[config.mk]
export PLATFORM = sky130hd
export DESIGN_NAME = ipv4_transport_header_extractor_unit
export DESIGN_NICKNAME = d
export VERILOG_FILES = /design/src/hdl/ithe_pkg.sv /design/src/hdl/ithe_capture.sv /design/src/hdl/ipv4_transport_header_extractor_unit.sv
export SDC_FILE = /design/constraint.sdc
export NUM_CORES = 1
export LEC_CHECK = 0
export BUFFER_PORTS_ARGS = -buffer_cell sky130_fd_sc_hd__buf_2
export CORE_MARGIN = 1
export CORE_UTILIZATION = 25
export CTS_CLUSTER_DIAMETER = 200
export DETAILED_ROUTE_END_ITERATION = 10
export GPL_TIMING_DRIVEN = 1
export RECOVER_POWER = 25
export SYNTH_ARGS = -nofsm -noshare
export SYNTH_HDL_FRONTEND = slang
export SYNTH_SLANG_ARGS = --single-unit
[constraint.sdc]
create_clock -name clk_i -period 16.98 [get_ports clk_i]
set_clock_uncertainty 0.1 [all_clocks]
set_input_delay 0.849 -clock clk_i [delete_from_list [all_inputs] [get_ports clk_i]]
set_output_delay 0.849 -clock clk_i [all_outputs]
set_load 0.02 [all_outputs]
[src/hdl/ithe_pkg.sv]
`default_nettype none

package ithe_pkg;

  typedef struct packed {
    logic [7:0] data_byte;
    logic       last_byte;
  } ithe_in_t;

  typedef struct packed {
    logic        status;
    logic [31:0] source_address;
    logic [31:0] dest_address;
    logic [7:0]  protocol;
    logic [15:0] source_port;
    logic [15:0] dest_port;
    logic [31:0] sequence_number;
    logic [31:0] ack_number;
    logic [7:0]  flag_bits;
    logic [7:0]  icmp_kind;
    logic [6:0]  payload_offset;
  } ithe_out_t;

  typedef struct packed {
    logic [6:0]  byte_position;
    logic [3:0]  ip_header_words;
    logic [7:0]  proto_reg;
    logic [31:0] src_addr_reg;
    logic [31:0] dst_addr_reg;
    logic [15:0] src_port_reg;
    logic [15:0] dst_port_reg;
    logic [31:0] seq_reg;
    logic [31:0] ack_reg;
    logic [7:0]  flags_reg;
    logic [3:0]  tcp_header_words;
    logic [7:0]  icmp_type_reg;
  } ithe_state_t;

  localparam logic [7:0] PROTO_ICMP = 8'd1;
  localparam logic [7:0] PROTO_TCP  = 8'd6;
  localparam logic [7:0] PROTO_UDP  = 8'd17;

  localparam logic [6:0] POS_MAX   = 7'd127;
  localparam logic [6:0] POS_IHL   = 7'd0;
  localparam logic [6:0] POS_PROTO = 7'd9;
  localparam logic [6:0] POS_SRC   = 7'd12;
  localparam logic [6:0] POS_SRC_E = 7'd15;
  localparam logic [6:0] POS_DST   = 7'd16;
  localparam logic [6:0] POS_DST_E = 7'd19;

  localparam logic [6:0] REL_SPORT_E = 7'd1;
  localparam logic [6:0] REL_DPORT_E = 7'd3;
  localparam logic [6:0] REL_SEQ_E   = 7'd7;
  localparam logic [6:0] REL_ACK_E   = 7'd11;
  localparam logic [6:0] REL_DOFF    = 7'd12;
  localparam logic [6:0] REL_FLAGS   = 7'd13;

  localparam logic [7:0] IP_MIN_BYTES  = 8'd20;
  localparam logic [7:0] TCP_MIN_BYTES = 8'd20;
  localparam logic [7:0] UDP_BYTES     = 8'd8;
  localparam logic [7:0] ICMP_BYTES    = 8'd1;
  localparam logic [6:0] PAYLOAD_MAX   = 7'd120;

  function automatic logic [31:0] put_lane32(input logic [31:0] word,
                                             input logic [1:0] lane,
                                             input logic [7:0] b);
    logic [31:0] w;
    w = word;
    w[{~lane, 3'b000} +: 8] = b;
    return w;
  endfunction

  function automatic logic [15:0] put_lane16(input logic [15:0] word,
                                             input logic lane,
                                             input logic [7:0] b);
    logic [15:0] w;
    w = word;
    w[{~lane, 3'b000} +: 8] = b;
    return w;
  endfunction

endpackage

`default_nettype wire

[src/hdl/ithe_capture.sv]
`default_nettype none

module ithe_capture (
  input  ithe_pkg::ithe_state_t st_i,
  input  ithe_pkg::ithe_in_t    item_i,
  output ithe_pkg::ithe_state_t st_next_o,
  output ithe_pkg::ithe_out_t   res_o
);
  import ithe_pkg::*;

  ithe_state_t upd;
  logic [6:0]  p;
  logic [7:0]  b;
  logic [5:0]  t;
  logic [6:0]  rel;
  logic        is_tcp;
  logic        is_udp;
  logic        is_icmp;
  logic [7:0]  need_tr;
  logic [7:0]  need;
  logic [7:0]  got;
  logic [6:0]  off;

  always_comb begin
    upd = st_i;
    p   = st_i.byte_position;
    b   = item_i.data_byte;

    if (p == POS_IHL) begin
      upd.ip_header_words = b[3:0];
    end
    t = {upd.ip_header_words, 2'b00};

    if (p == POS_PROTO) begin
      upd.proto_reg = b;
    end
    if (p >= POS_SRC && p <= POS_SRC_E) begin
      upd.src_addr_reg = put_lane32(st_i.src_addr_reg, p[1:0], b);
    end
    if (p >= POS_DST && p <= POS_DST_E) begin
      upd.dst_addr_reg = put_lane32(st_i.dst_addr_reg, p[1:0], b);
    end

    rel = p - {1'b0, t};
    if (p >= {1'b0, t}) begin
      if (rel == 7'd0) begin
        upd.icmp_type_reg = b;
      end
      if (rel <= REL_SPORT_E) begin
        upd.src_port_reg = put_lane16(st_i.src_port_reg, rel[0], b);
      end else if (rel <= REL_DPORT_E) begin
        upd.dst_port_reg = put_lane16(st_i.dst_port_reg, rel[0], b);
      end else if (rel <= REL_SEQ_E) begin
        upd.seq_reg = put_lane32(st_i.seq_reg, rel[1:0], b);
      end else if (rel <= REL_ACK_E) begin
        upd.ack_reg = put_lane32(st_i.ack_reg, rel[1:0], b);
      end else if (rel == REL_DOFF) begin
        upd.tcp_header_words = b[7:4];
      end else if (rel == REL_FLAGS) begin
        upd.flags_reg = b;
      end
    end

    if (p != POS_MAX) begin
      upd.byte_position = p + 7'd1;
    end

    is_tcp  = (upd.proto_reg == PROTO_TCP);
    is_udp  = (upd.proto_reg == PROTO_UDP);
    is_icmp = (upd.proto_reg == PROTO_ICMP);

    if (is_tcp) begin
      need_tr = TCP_MIN_BYTES;
    end else if (is_udp) begin
      need_tr = UDP_BYTES;
    end else if (is_icmp) begin
      need_tr = ICMP_BYTES;
    end else begin
      need_tr = 8'd0;
    end
    need = {2'b00, t} + need_tr;
    if (need < IP_MIN_BYTES) begin
      need = IP_MIN_BYTES;
    end
    got = {1'b0, p} + 8'd1;

    if (is_tcp) begin
      off = {1'b0, t} + {1'b0, upd.tcp_header_words, 2'b00};
    end else if (is_udp) begin
      off = {1'b0, t} + UDP_BYTES[6:0];
    end else begin
      off = {1'b0, t};
    end

    res_o.status          = (got < need);
    res_o.source_address  = upd.src_addr_reg;
    res_o.dest_address    = upd.dst_addr_reg;
    res_o.protocol        = upd.proto_reg;
    res_o.source_port     = (is_tcp || is_udp) ? upd.src_port_reg : 16'd0;
    res_o.dest_port       = (is_tcp || is_udp) ? upd.dst_port_reg : 16'd0;
    res_o.sequence_number = is_tcp ? upd.seq_reg : 32'd0;
    res_o.ack_number      = is_tcp ? upd.ack_reg : 32'd0;
    res_o.flag_bits       = is_tcp ? upd.flags_reg : 8'd0;
    res_o.icmp_kind       = is_icmp ? upd.icmp_type_reg : 8'd0;
    res_o.payload_offset  = off;

    st_next_o = item_i.last_byte ? '0 : upd;
  end

endmodule

`default_nettype wire

[src/hdl/ipv4_transport_header_extractor_unit.sv]
// Channel  Direction  Handshake               Payload
// in       input      in_valid_i / in_stall_o   in_data_i  (one packet byte)
// out      output     out_valid_o / out_stall_i out_data_o (one result per packet)
//
// One byte can be accepted in every cycle; the input stalls only while a last byte
// in the input register finds the result register full and stalled.
// A result becomes valid once its last byte has reached the input register and the capture
// logic loads it from the input register into the result register.
// Reset clears the byte position and all captured fields; a last byte also clears them.
// In that one case the input stall follows the output stall in the same cycle.
`default_nettype none

module ipv4_transport_header_extractor_unit (
  input  logic                clk_i,
  input  logic                rst_ni,
  input  logic                in_valid_i,
  output logic                in_stall_o,
  input  ithe_pkg::ithe_in_t  in_data_i,
  output logic                out_valid_o,
  input  logic                out_stall_i,
  output ithe_pkg::ithe_out_t out_data_o
);
  import ithe_pkg::*;

  logic        s1_valid_q;
  ithe_in_t    s1_q;
  ithe_state_t st_q;
  ithe_state_t st_d;
  logic        out_valid_q;
  ithe_out_t   out_q;
  ithe_out_t   res;
  logic        out_free;
  logic        s1_adv;
  logic        s1_done;

  ithe_capture u_capture (
    .st_i      (st_q),
    .item_i    (s1_q),
    .st_next_o (st_d),
    .res_o     (res)
  );

  assign out_free   = !out_valid_q || !out_stall_i;
  assign s1_adv     = s1_valid_q && (!s1_q.last_byte || out_free);
  assign s1_done    = s1_adv && s1_q.last_byte;
  assign in_stall_o = s1_valid_q && !s1_adv;

  always_ff @(posedge clk_i or negedge rst_ni) begin
    if (!rst_ni) begin
      s1_valid_q  <= 1'b0;
      st_q        <= '0;
      out_valid_q <= 1'b0;
    end else begin
      if (!in_stall_o) begin
        s1_valid_q <= in_valid_i;
      end
      if (s1_adv) begin
        st_q <= st_d;
      end
      if (out_free) begin
        out_valid_q <= s1_done;
      end
    end
  end

  always_ff @(posedge clk_i) begin
    if (in_valid_i && !in_stall_o) begin
      s1_q <= in_data_i;
    end
    if (s1_done) begin
      out_q <= res;
    end
  end

  assign out_valid_o = out_valid_q;
  assign out_data_o  = out_q;

  a_stall_needs_item: assert property (@(posedge clk_i) disable iff (!rst_ni)
    in_stall_o |-> (s1_valid_q && s1_q.last_byte && out_valid_q))
    else $error("input stalled without a blocked last byte");

  a_result_from_last: assert property (@(posedge clk_i) disable iff (!rst_ni)
    $rose(out_valid_q) |-> $past(s1_valid_q && s1_q.last_byte))
    else $error("result appeared without a last byte");

  a_clear_after_last: assert property (@(posedge clk_i) disable iff (!rst_ni)
    s1_done |=> (st_q == '0))
    else $error("state not cleared after a packet");

  a_offset_range: assert property (@(posedge clk_i) disable iff (!rst_ni)
    out_valid_q |-> (out_q.payload_offset <= PAYLOAD_MAX))
    else $error("payload offset out of range");

endmodule

`default_nettype wire

==> results.yml <==
outcome:
  outcome: "finished, violations left"
  violations: "max-capacitance violations, max-slew violations"
final_layout:
  fillers: 7382
  layout_commonest_cell: "dfrtp_1"
  finalNonFillerCells: 2683
  areaGrowthSynthToFinish_pct: 18.3
  final_cell_mix: "201 x dfrtp_1, 199 x edfxtp_1, 158 x nand2_1"
  fin_nets: 1731
  drive_gt1_share_pct: 16.6
global_route:
  grt_pass1_wl_microns: 82400
  antenna_found_initial: 7
  grt_pass1_vias: 13100
  gr-total-overflow: 0
  grt_max_degree: 90
  grt_use_total_pct: 14.4
clocking:
  postCtsSetupBuffers: 0
  cts_tree: "yes"
  htreeDepth: 2
  cts_buffers: 42
  hold_buffers: 0
  clk_pin_slew_ps: 60
  clk_latency_ps: 570
  root_buffer: "clkbuf_16"
  cts_sinks: 400
  cts_resized: 0
  clockBufferDepth: 3
run:
  maxCapViolations: 4
critical_path:
  worstSetupPathType: "primary input to asynchronous set/reset pin"
  crit_buf_inv: 2
  path_cells: "clkbuf_1, clkbuf_1"
  r2r_setup_slack_ps: 10430
  worstRegToRegCells: 4
  cp_slowest_cell: "clkbuf_1"
  critPathMaxFanout: 75
  worst_setup_path_end_kind: "asynchronous set/reset pin"
  cpPeakStageDelay_ps: 3100
  timing.rr.end: "out_data_o[122]"
  cp_common_cell: "clkbuf_1"
  required_ps: 16580
  timing.rr.start: "s1_q[0]"
  critical_path_arrival_ps: 6970
  cp-start-kind: "primary input"
  crit_family: "buffers and inverters"
die:
  rows: 98
  initial_core_util_pct: 25.4
  core_region_area_sq_um: 71900
  die_h_microns: 272
  pin_count: 207
  die-width_microns: 272
  die_area_sq_um: 74200
timing:
  tightestPinTransition_ps: 4220
  setup_viol_count_final: 0
  rsz0062_at_grt: "no"
  slew_violations: 282
  relSlewSlack_pct: -181
  post-route-period-util_pct: 43.4
  hold_viol: 0
  setup-tns-final_ps: 0
  max_freq_mhz: 136
  min_period_ps: 7370
logic_synthesis:
  synth.distinct_cells: 79
  synthTopCellsByArea: "edfxtp_1 33%, dfrtp_1 28%, mux2i_1 4.9%"
  avgSynthCellArea_sq_um: 12.0
  yosysTopAreaCell: "edfxtp_1"
  synth_area_sq_um: 18300
  synth_top_cell_area_share_pct: 32.7
  synth_edf_count: 199
  synth_warnings: 0
  synth-main-ff-cell: "dfrtp_1"
  syn_inst: 1524
  async_flop_share_pct: 50.2
  synth_seq_area_share_pct: 60.2
  synth_seq_cells: 400
power_and_ir_drop:
  ir_worst_vdd_mv: 0.0620
  power.static_leakage_nw: 7.99
  power.density_nw_per_um2: 112
route:
  dr_total_vias: 13200
  wl_per_cell_microns: 20.4
  drc: 0
  ant_nets: 0
  routed_wirelength_microns: 54800
  drtIter0Drc: 1215
  viasPerCell: 4.92
  first_pass_iters: 5
hold_path:
  hold_path.class: "primary input to flop"
  hold_start: "in_data_i[7]"
  hold_depth: 1
  holdPathEnd: "s1_q[7]"
placed_design:
  dp_cells: 2603
  gp_congestion: 0.834
  io_buffers: 204
  hpwlAfterDp_microns: 35900
power by group:
part | switching, mW | leakage, nW | internal, mW
clock network | 0.399 | 0.673 | 0.529
logic | 0.273 | 2.61 | 0.112
registers | 0.0342 | 4.71 | 1.07
total | 0.707 | 7.99 | 1.71
cell type report:
class	count	area, sq um	share of cell area [%]
diodes	2	5.00	0.0232
clock buffers	54	1150	5.31
clock inverters	24	231	1.07
inverters	18	67.6	0.313
multi-input cells	994	6780	31.4
flip-flops and latches	400	11000	50.9
well taps	950	1190	5.50
repair buffers	241	1180	5.48
sequential cells by signal (all words and copies together), names as in the netlist:
register     cells
st_q           199
out_data_o     190
s1_q             9
out_valid_o      1
s1_valid_q       1
logic make-up (layout without fill, tap and decap cells):
| group | count (synthesis) | after routing | share of synthesized area [%] |
|---|---|---|---|
| fa+ha+maj | 21 | 21 | 1.48 |
| simple gates | 467 | 467 | 13.1 |
| buf+inv | 131 | 337 | 3.14 |
| xor+xnor | 12 | 12 | 0.616 |
| mux | 102 | 102 | 5.67 |
| compound gates | 390 | 390 | 15.7 |
| flops | 400 | 400 | 60.2 |
| other cells | 1 | 4 | 0.0205 |
Yosys cell counts (8+ instances only):
master / count
nor2b_1: 9
nor4_1: 18
mux2_2: 12
clkbuf_1: 82
a221o_1: 27
buf_4: 8
a21oi_1: 46
a32oi_1: 8
and2_1: 35
nand2b_1: 22
nor3b_1: 24
dfrtp_1: 201
o21ai_2: 11
nand3_1: 31
nand2_1: 159
o21ai_1: 22
o221ai_1: 8
ha_1: 20
edfxtp_1: 199
nor2_1: 118
inv_1: 17
buf_2: 17
a22o_1: 97
o21ai_0: 92
o2bb2ai_1: 48
mux2i_1: 90
per-layer routing:
layer,vias to the layer above,routed length [microns],GRT usage (%),part of all wire [%]
li1,6047,-,-,-
met1,6586,24400,19.6,44
met2,477,25300,22.6,46
met3,96,3470,2.85,6.3
met4,6,1630,5.46,3.0
met5,-,37,0,0.068
worst max-delay path by stage:
| stage | from | to | slack, ps | cells after the start |
|---|---|---|---|---|
| global placement | st_q[192] | out_data_o[6] | 10750 | 18 |
| global route | rst_ni | st_q[44] | 8260 | 2 |
| CTS | st_q[192] | out_data_o[6] | 10520 | 18 |
| finish | rst_ni | s1_valid_q | 9610 | 2 |
| floorplan | out_stall_i | out_data_o[100] | 10920 | 2 |
| detailed placement | st_q[192] | out_data_o[6] | 10550 | 18 |
per-stage QoR:
stage          setup slack (ps)  util, %  cell area, sq um  hold WS, ps  power, mW
3_5_place_dp              10550     28.3             20300          373       1.51
6_report                   9610     30.1             21600          355       2.42
4_1_cts                   10520     30.2             21700          203       2.45
2_1_floorplan             10920        -             18300          344       1.39
5_1_grt                    8260     30.1             21600          331       2.52
3_3_place_gp              10750     28.3             20300          364       1.50
(Power assumes the default switching activity.)
